==> src/hw/rtl/p1305_pkg.sv <==
// Shared types and constants for the Poly1305 MAC core.
package p1305_pkg;

  localparam int LIMB_W = 26;               // accumulator limb width
  localparam int A_W    = LIMB_W + 1;       // h + m limb
  localparam int B_W    = LIMB_W + 3;       // r limb times five
  localparam int P_W    = A_W + B_W;        // one limb product
  localparam int D_W    = 60;               // column sum plus carries
  localparam int NLIMB  = 5;
  localparam int CNT_W  = 5;

  localparam logic [63:0] CLAMP_LOW  = 64'h0ffffffc0fffffff;
  localparam logic [63:0] CLAMP_HIGH = 64'h0ffffffc0ffffffc;

  localparam logic [CNT_W-1:0] MUL_LAST   = CNT_W'(NLIMB * NLIMB);  // drain cycle
  localparam logic [CNT_W-1:0] CARRY_LAST = CNT_W'(3 * NLIMB - 1);

  typedef enum logic [1:0] {
    REG_R_LOW  = 2'd0,
    REG_R_HIGH = 2'd1,
    REG_S_LOW  = 2'd2,
    REG_S_HIGH = 2'd3
  } cfg_reg_t;

  typedef enum logic [4:0] {
    S_IDLE  = 5'b00001,
    S_MUL   = 5'b00010,
    S_CARRY = 5'b00100,
    S_RED   = 5'b01000,
    S_TAG   = 5'b10000
  } state_t;

  // Travels alongside a product through the multiplier register.
  typedef struct packed {
    logic vld;
    logic first;      // first term of a column
    logic last_term;  // last term of a column
  } mul_tag_t;

endpackage

==> src/hw/rtl/poly1305_mac_core.sv <==
// Poly1305 MAC core (RFC 8439 arithmetic): one 16-byte block per input word, the tag
// comes out after a word marked tlast. A block with data is worked through before the next word is
// accepted: 25 limb products issued through one shared 27x29 multiplier, then a drain, then
// 15 single-limb carry steps. A last word then goes on to the final reduction and the add of s;
// a last word with byte count zero goes straight to the reduction and the add of s.
// The tag sits in an output register, so the next message may start while it waits.
module poly1305_mac_core
  import p1305_pkg::*;
(
  input  logic         clk,
  input  logic         rst_n,
  input  logic         cfg_we,
  input  logic [1:0]   cfg_index,
  input  logic [63:0]  cfg_wdata,
  input  logic         in_tvalid,
  output logic         in_tready,
  input  logic [135:0] in_tdata,   // block_low[63:0], block_high[127:64], byte_count[132:128]
  input  logic         in_tlast,   // last
  output logic         out_tvalid,
  input  logic         out_tready,
  output logic [127:0] out_tdata   // tag_low[63:0], tag_high[127:64]
);

  logic [63:0]       r_low_r, r_high_r, s_low_r, s_high_r;
  state_t            state_r;
  logic [CNT_W-1:0]  cnt_r;
  logic [2:0]        o_r, t_r, lidx_r;
  logic              last_r;
  logic [LIMB_W-1:0] h_r [NLIMB];
  logic [A_W-1:0]    ma_r [NLIMB];
  logic [D_W-1:0]    d_r [NLIMB];
  logic [D_W-1:0]    sum_r;
  logic [127:0]      hf_r;
  logic              out_tvalid_r;
  logic [127:0]      out_data_r;

  // ---- clamped r limbs and r*5 ----
  logic [127:0]      rc;
  logic [LIMB_W-1:0] rl [NLIMB];
  logic [B_W-1:0]    r5 [NLIMB];

  assign rc = {r_high_r & CLAMP_HIGH, r_low_r & CLAMP_LOW};

  always_comb begin
    for (int i = 0; i < NLIMB - 1; i++) begin
      rl[i] = rc[i*LIMB_W +: LIMB_W];
    end
    rl[NLIMB-1] = {2'b00, rc[127:104]};
    for (int i = 0; i < NLIMB; i++) begin
      r5[i] = {rl[i], 2'b00} + B_W'(rl[i]);
    end
  end

  // ---- input block padding and limb split ----
  logic [4:0]        n;
  logic [6:0]        shamt;
  logic [127:0]      blk, pad1, data;
  logic [128:0]      mv;
  logic [LIMB_W-1:0] ml [NLIMB];
  logic              accept;

  assign accept = in_tvalid && in_tready;
  assign blk    = in_tdata[127:0];
  assign n      = (in_tdata[132:128] > 5'd16) ? 5'd16 : in_tdata[132:128];
  assign shamt  = {n[3:0], 3'b000};
  assign pad1   = 128'd1 << shamt;
  assign data   = n[4] ? blk : ((blk & (pad1 - 128'd1)) | pad1);
  assign mv     = {n[4], data};

  always_comb begin
    for (int i = 0; i < NLIMB - 1; i++) begin
      ml[i] = mv[i*LIMB_W +: LIMB_W];
    end
    ml[NLIMB-1] = {1'b0, mv[128:104]};
  end

  // ---- multiplier operand select: column o, term t ----
  logic [2:0]     j;
  logic [B_W-1:0] b_sel;
  logic [A_W-1:0] a_sel;
  mul_tag_t       tag_in, mtag;
  logic [P_W-1:0] prod;
  logic           issue;

  assign issue = (state_r == S_MUL) && (cnt_r < MUL_LAST);
  assign j     = (o_r >= t_r) ? (o_r - t_r) : (o_r + 3'd5 - t_r);
  assign a_sel = ma_r[t_r];
  assign b_sel = (t_r > o_r) ? r5[j] : B_W'(rl[j]);

  assign tag_in.vld       = issue;
  assign tag_in.first     = (t_r == 3'd0);
  assign tag_in.last_term = (t_r == 3'd4);

  p1305_mul u_mul (
    .clk     (clk),
    .rst_n   (rst_n),
    .a       (a_sel),
    .b       (b_sel),
    .tag_in  (tag_in),
    .prod    (prod),
    .tag_out (mtag)
  );

  logic [D_W-1:0] sum_nxt;
  assign sum_nxt = mtag.first ? D_W'(prod) : sum_r + D_W'(prod);

  // ---- one carry step on the limb at the head, then rotate ----
  logic [D_W-1:0] carry;
  logic [D_W-1:0] nd [NLIMB];

  assign carry = d_r[0] >> LIMB_W;

  always_comb begin
    nd[0] = d_r[1] + ((lidx_r == 3'd4) ? ((carry << 2) + carry) : carry);
    for (int i = 1; i < NLIMB - 1; i++) begin
      nd[i] = d_r[i+1];
    end
    nd[NLIMB-1] = {{(D_W-LIMB_W){1'b0}}, d_r[0][LIMB_W-1:0]};
  end

  // ---- final reduction ----
  logic [129:0] hv;
  logic [130:0] g;
  logic         out_free;

  assign hv       = {h_r[4], h_r[3], h_r[2], h_r[1], h_r[0]};
  assign g        = {1'b0, hv} + 131'd5;
  assign out_free = !out_tvalid_r || out_tready;

  always_ff @(posedge clk) begin
    if (!rst_n) begin
      r_low_r      <= '0;
      r_high_r     <= '0;
      s_low_r      <= '0;
      s_high_r     <= '0;
      state_r      <= S_IDLE;
      cnt_r        <= '0;
      o_r          <= '0;
      t_r          <= '0;
      lidx_r       <= '0;
      last_r       <= 1'b0;
      out_tvalid_r <= 1'b0;
      for (int i = 0; i < NLIMB; i++) begin
        h_r[i] <= '0;
      end
    end else begin
      if (cfg_we) begin
        case (cfg_reg_t'(cfg_index))
          REG_R_LOW:  r_low_r  <= cfg_wdata;
          REG_R_HIGH: r_high_r <= cfg_wdata;
          REG_S_LOW:  s_low_r  <= cfg_wdata;
          REG_S_HIGH: s_high_r <= cfg_wdata;
          default: ;
        endcase
      end

      if (state_r == S_TAG && out_free) begin
        out_tvalid_r <= 1'b1;
      end else if (out_tvalid_r && out_tready) begin
        out_tvalid_r <= 1'b0;
      end

      case (state_r)
        S_IDLE: begin
          if (accept) begin
            last_r <= in_tlast;
            cnt_r  <= '0;
            o_r    <= '0;
            t_r    <= '0;
            if (n != 5'd0) begin
              state_r <= S_MUL;
            end else if (in_tlast) begin
              state_r <= S_RED;
            end
          end
        end
        S_MUL: begin
          if (issue) begin
            if (t_r == 3'd4) begin
              t_r <= '0;
              o_r <= o_r + 1'b1;
            end else begin
              t_r <= t_r + 1'b1;
            end
          end
          if (cnt_r == MUL_LAST) begin
            state_r <= S_CARRY;
            cnt_r   <= '0;
            lidx_r  <= '0;
          end else begin
            cnt_r <= cnt_r + 1'b1;
          end
        end
        S_CARRY: begin
          cnt_r  <= cnt_r + 1'b1;
          lidx_r <= (lidx_r == 3'd4) ? 3'd0 : lidx_r + 1'b1;
          if (cnt_r == CARRY_LAST) begin
            for (int i = 0; i < NLIMB; i++) begin
              h_r[i] <= nd[i][LIMB_W-1:0];
            end
            state_r <= last_r ? S_RED : S_IDLE;
          end
        end
        S_RED: begin
          state_r <= S_TAG;
        end
        S_TAG: begin
          if (out_free) begin
            for (int i = 0; i < NLIMB; i++) begin
              h_r[i] <= '0;
            end
            state_r <= S_IDLE;
          end
        end
        default: state_r <= S_IDLE;
      endcase
    end
  end

  // datapath registers
  always_ff @(posedge clk) begin
    if (accept) begin
      for (int i = 0; i < NLIMB; i++) begin
        ma_r[i] <= A_W'(ml[i]) + A_W'(h_r[i]);
      end
    end
    if (mtag.vld) begin
      sum_r <= sum_nxt;
    end
    if (mtag.vld && mtag.last_term) begin
      for (int i = 0; i < NLIMB - 1; i++) begin
        d_r[i] <= d_r[i+1];
      end
      d_r[NLIMB-1] <= sum_nxt;
    end else if (state_r == S_CARRY) begin
      for (int i = 0; i < NLIMB; i++) begin
        d_r[i] <= nd[i];
      end
    end
    if (state_r == S_RED) begin
      hf_r <= g[130] ? g[127:0] : hv[127:0];
    end
    if (state_r == S_TAG && out_free) begin
      out_data_r <= hf_r + {s_high_r, s_low_r};
    end
  end

  assign in_tready  = (state_r == S_IDLE);
  assign out_tvalid = out_tvalid_r;
  assign out_tdata  = out_data_r;

`ifndef SYNTHESIS
  // no product may be in flight outside the multiply phase
  assert property (@(posedge clk) disable iff (!rst_n)
    (state_r != S_MUL) |-> !mtag.vld)
    else $error("product outside multiply phase");

  // a tag goes out together with the accumulator clear
  assert property (@(posedge clk) disable iff (!rst_n)
    $rose(out_tvalid_r) |-> (h_r[0] == '0 && h_r[1] == '0 && h_r[2] == '0 &&
                             h_r[3] == '0 && h_r[4] == '0))
    else $error("accumulator not cleared with tag");

  // carry steps only start once the last column has landed
  assert property (@(posedge clk) disable iff (!rst_n)
    (state_r == S_MUL && cnt_r == MUL_LAST) |-> (mtag.vld && mtag.last_term))
    else $error("last column missing at end of multiply");
`endif

endmodule

==> src/hw/rtl/p1305_mul.sv <==
// Shared registered limb multiplier with a sideband tag.
module p1305_mul
  import p1305_pkg::*;
(
  input  logic           clk,
  input  logic           rst_n,
  input  logic [A_W-1:0] a,
  input  logic [B_W-1:0] b,
  input  mul_tag_t       tag_in,
  output logic [P_W-1:0] prod,
  output mul_tag_t       tag_out
);

  logic [P_W-1:0] prod_r;
  mul_tag_t       tag_r;

  always_ff @(posedge clk) begin
    prod_r <= P_W'(a) * P_W'(b);
    if (!rst_n) begin
      tag_r <= '0;
    end else begin
      tag_r <= tag_in;
    end
  end

  assign prod    = prod_r;
  assign tag_out = tag_r;

endmodule

==> config.mk <==
export PLATFORM = sky130hd
export DESIGN_NAME = poly1305_mac_core
export DESIGN_NICKNAME = d
export VERILOG_FILES = /design/src/hw/rtl/p1305_pkg.sv /design/src/hw/rtl/poly1305_mac_core.sv /design/src/hw/rtl/p1305_mul.sv
export SDC_FILE = /design/constraint.sdc
export NUM_CORES = 2
export LEC_CHECK = 0
export BUFFER_PORTS_ARGS = -buffer_cell sky130_fd_sc_hd__buf_2
export CORE_MARGIN = 4
export CORE_UTILIZATION = 35
export DETAILED_ROUTE_END_ITERATION = 8
export PLACE_DENSITY = 0.59
export SYNTH_ARGS = -nofsm -noshare
export SYNTH_HDL_FRONTEND = slang
export SYNTH_SLANG_ARGS = --single-unit
export TNS_END_PERCENT = 20
==> constraint.sdc <==
create_clock -name clk -period 20.4 [get_ports clk]
set_input_delay 0 -clock clk [delete_from_list [all_inputs] [get_ports clk]]
set_output_delay 0 -clock clk [all_outputs]
set_load 0.05 [all_outputs]
==> results by group <==
Die
  • Die Y: 526.5 um
  • Die width: 526.5 um
  • Core Region: 267700 um2
  • Rows: 190
  • IO Pins: 338
  • Die footprint: 277300 um2
  • Initial core utilization: 0.3516

Synth
  • #FFs+latches synth: 1198
  • Syn_nets: 11377
  • Number of synthesized flops with an enable pin: 881
  • Top_reg_cell synth: edfxtp_1
  • Post-synth top area share: 0.2811
  • Netlist cell types: 90
  • Synth Instances: 9796
  • Synth Warn #: 0
  • Cell Area, Synth: 94110 um2
  • Avg Cell Area, Syn: 9.607 um2
  • Post-synth top area cell: edfxtp_1
  • Sequential area share after synthesis: 0.3485
  • FFs w/ async S/R, synth: 0
  • Synth area leaders: edfxtp_1 (28%), fa_1 (15%), ha_1 (9.1%), dfxtp_1 (6.7%), nand2_1 (5.8%)

Critical path
  • FF-to-FF End: u_mul.prod[52]
  • R2R Setup Slk: 6960 ps
  • Reg-to-Reg Start: o_r[1]
  • Setup CP Type: reg2reg
  • Delay of the slowest critical-path stage: 780 ps
  • Worst Setup Start Kind: register
  • CP bufs+invs: 11
  • Setup crit end kind: register
  • Delay-heaviest family, CP: adder cells
  • Slowest CP cell: o21ai_4
  • Critical path required time: 21050 ps
  • Worst EP arrival: 14090 ps
  • Critical-path maximum fanout: 36
  • Worst R2R Path Depth: 40

Placed design
  • Dpl hpwl: 266.1 mm
  • Placed cell count: 13405
  • GPL Wtd Cong: 0.9839
  • # port buffers: 334

Drt
  • DRC: 0
  • Routed vias/inst: 5.465
  • Detailed Route Iter0 Violations: 7052
  • Final Routed Wirelength: 341.7 mm
  • ANT nets after route: 0
  • Via count: 75600
  • WL per Instance: 24.70 um
  • Pre-Repair DR Iteration Count: 6

Final layout
  • Multi-input gate area: 56520 um2
  • Final instance count without filler cells: 13834
  • Post-layout util: 0.3961
  • # nets final: 11731
  • Layout area overhead: 12.66%
  • Filler Cell Count: 26377
  • Storage element area: 32810 um2
  • Layout cells sized above 1: 0.07935

STA
  • Period minus WS final: 13440 ps
  • Max_slew headroom: -0.04010
  • Unrepaired setup endpoints after global routing: no
  • Final period utilization: 0.6590
  • Slew @ Worst Pin: 1517 ps
  • Final Hold Viols: 0
  • Setup TNS: 0 ps
  • Maximum clock rate: 74.39 MHz
  • Final setup violating endpoints: 0
  • Final count of pins violating max slew: 10
  • Clock skew: 52.45 ps

Clock tree
  • H-Tree Depth: 4
  • CTS Root Cell: clkbuf_16
  • Clock buffer depth: 3
  • CTS resizes: 0
  • TritonCTS buffer count: 130
  • Worst-Skew Late Latency: 790 ps
  • Clock transition at path regs: 60 ps
  • CTS tree: yes
  • Sink Count: 1198

Outcome
  • Failing checks: max-capacitance violations, max-slew violations
  • Status: complete, but fails checks

GRT
  • First-pass GRT wire length: 498.4 mm
  • Total track usage: 0.2412
  • Vias in the first global route: 75029
  • Largest net degree at the start of global routing: 188
  • Grt ovf: 0
  • Antenna violations before repair: 24

Min path
  • Hold path start: in_tdata[102]
  • Hold path depth: 4
  • Hold WC Path Type: in2reg
  • Hold Path End: ma_r[3][24]

Power
  • Logic gate share of total power: 0.722
  • IR drop worst, VDD: 0.5594 mV
  • Power density over the cells: 186.7 nW/um2
  • Sequential power share: 0.156
  • Sw Ratio: 0.5161
  • Clock share of power: 0.122
  • Net Sw Power: 0.01022 W
  • Cell-internal power: 0.009577 W
  • Static Leak: 44.93 nW

Flow run
  • Max-Cap Viols: 2
[cells in the mapped netlist, drive strengths merged, types with 66 or more instances]
master and number:
o21bai 92, clkbuf 357, nand2 1450, a21oi 578
a21boi 269, nor2 567, and2 372, dfxtp 317
nand2b 66, a21o 237, inv 973, nand4 103
fa 691, nand3 135, xnor2 304, nor3 111
o21a 74, o21ai 446, ha 682, edfxtp 881
nor2b 189, xor2 191
[state kept, by name, indices dropped and copies added, names as in the netlist, 60 cells and up, named ones only]
signal	cells
d_r	300
h_r	130
hf_r	128
ma_r	135
out_tdata	128
s_high_r	64
s_low_r	64
sum_r	60
[worst max-delay path by stage]
stage / start / to / slack (ps) / cells after the start
after global routing: o_r[1] / u_mul.prod[52] / 6420 / 40
after detailed placement: o_r[1] / u_mul.prod[52] / 7190 / 40
after floorplan: o_r[0] / u_mul.prod[52] / 10270 / 40
after global placement: o_r[1] / u_mul.prod[52] / 7410 / 40
after CTS: o_r[1] / u_mul.prod[52] / 7110 / 40
final: o_r[1] / u_mul.prod[52] / 6960 / 40
[worst min-delay path, delay by kind of cell]
family	cells	cell delay, ps
xor+xnor	1	130
simple gates	1	250
fa+ha+maj	1	220
buf+inv	1	80
[cell families after synthesis]
group,Yosys count,share of synthesized area
flops,1198,0.3485
fa+ha+maj,1373,0.2377
mux,121,0.01728
xor+xnor,495,0.04615
buf+inv,1362,0.05450
simple gates,3188,0.1561
compound gates,2059,0.1398
[metrics by stage]
stage	hold slack (ps)	worst slack, ps	cell area (um2)	total power, W
finish	22.95	6957	106000	0.01979
detailed placement	275.1	7193	99950	0.01720
floorplan	144.9	10270	94110	0.01252
global placement	271.2	7410	99950	0.01712
CTS	1.640	7107	106000	0.01983
global route	20.38	6416	106000	0.02144
[cell usage in the layout, fill, tap and decap left out, types with 35 or more instances in the layout]
master / Yosys / final
nand2b_1: 66 / 66
ha_1: 682 / 682
xnor2_1: 303 / 303
mux2i_1: 41 / 35
edfxtp_1: 881 / 881
a211oi_1: 42 / 40
fa_1: 691 / 691
inv_1: 973 / 971
xor2_1: 191 / 190
dlygate4sd3_1: 0 / 165
nand3_1: 135 / 134
dfxtp_1: 317 / 313
a21o_1: 237 / 237
mux2_2: 51 / 51
clkbuf_16: 0 / 134
o21bai_1: 91 / 90
nand4_1: 103 / 103
o21ai_0: 435 / 430
nor2_1: 567 / 563
a31oi_1: 51 / 50
o21a_1: 74 / 74
nor3_1: 111 / 109
nand2_1: 1450 / 1447
and3_1: 65 / 64
a21oi_1: 576 / 573
buf_2: 13 / 333
a21boi_0: 267 / 267
nor2b_1: 189 / 188
buf_4: 0 / 110
and2_1: 371 / 371
[area by class of cell]
type	count	area share
inverters	974	0.03453
repair buffers	610	0.03938
multi-input cells	7236	0.5331
clock buffers	169	0.03353
diodes	24	0.0005664
well taps	3552	0.04192
clock inverters	71	0.007588
flip-flops and latches	1198	0.3094
[power groups by stage]
stage	Combinational [W]	Clock [W]	Sequential, W
global route	0.0158	0.00257	0.00309
CTS	0.0143	0.00246	0.00308
floorplan	0.00946	0	0.00306
global placement	0.0140	0	0.00313
detailed placement	0.0141	0	0.00313
finish	0.0143	0.00242	0.00308
[layer usage]
| layer | track usage | vias up | wire, um |
|---|---|---|---|
| met5 | 0 | - | 0 |
| met4 | 0.1299 | 0 | 21750 |
| met3 | 0.04896 | 680 | 28620 |
| met2 | 0.3643 | 3334 | 147800 |
| met1 | 0.3248 | 37438 | 143500 |
| li1 | - | 34148 | - |
[timing repair]
action / in CTS / in global routing
hold endpoints to repair: 338 / 0
buffers inserted: 0 / 0
hold buffers: 165 / 0
setup endpoints to repair: 0 / 0
(Power assumes the default switching activity.)
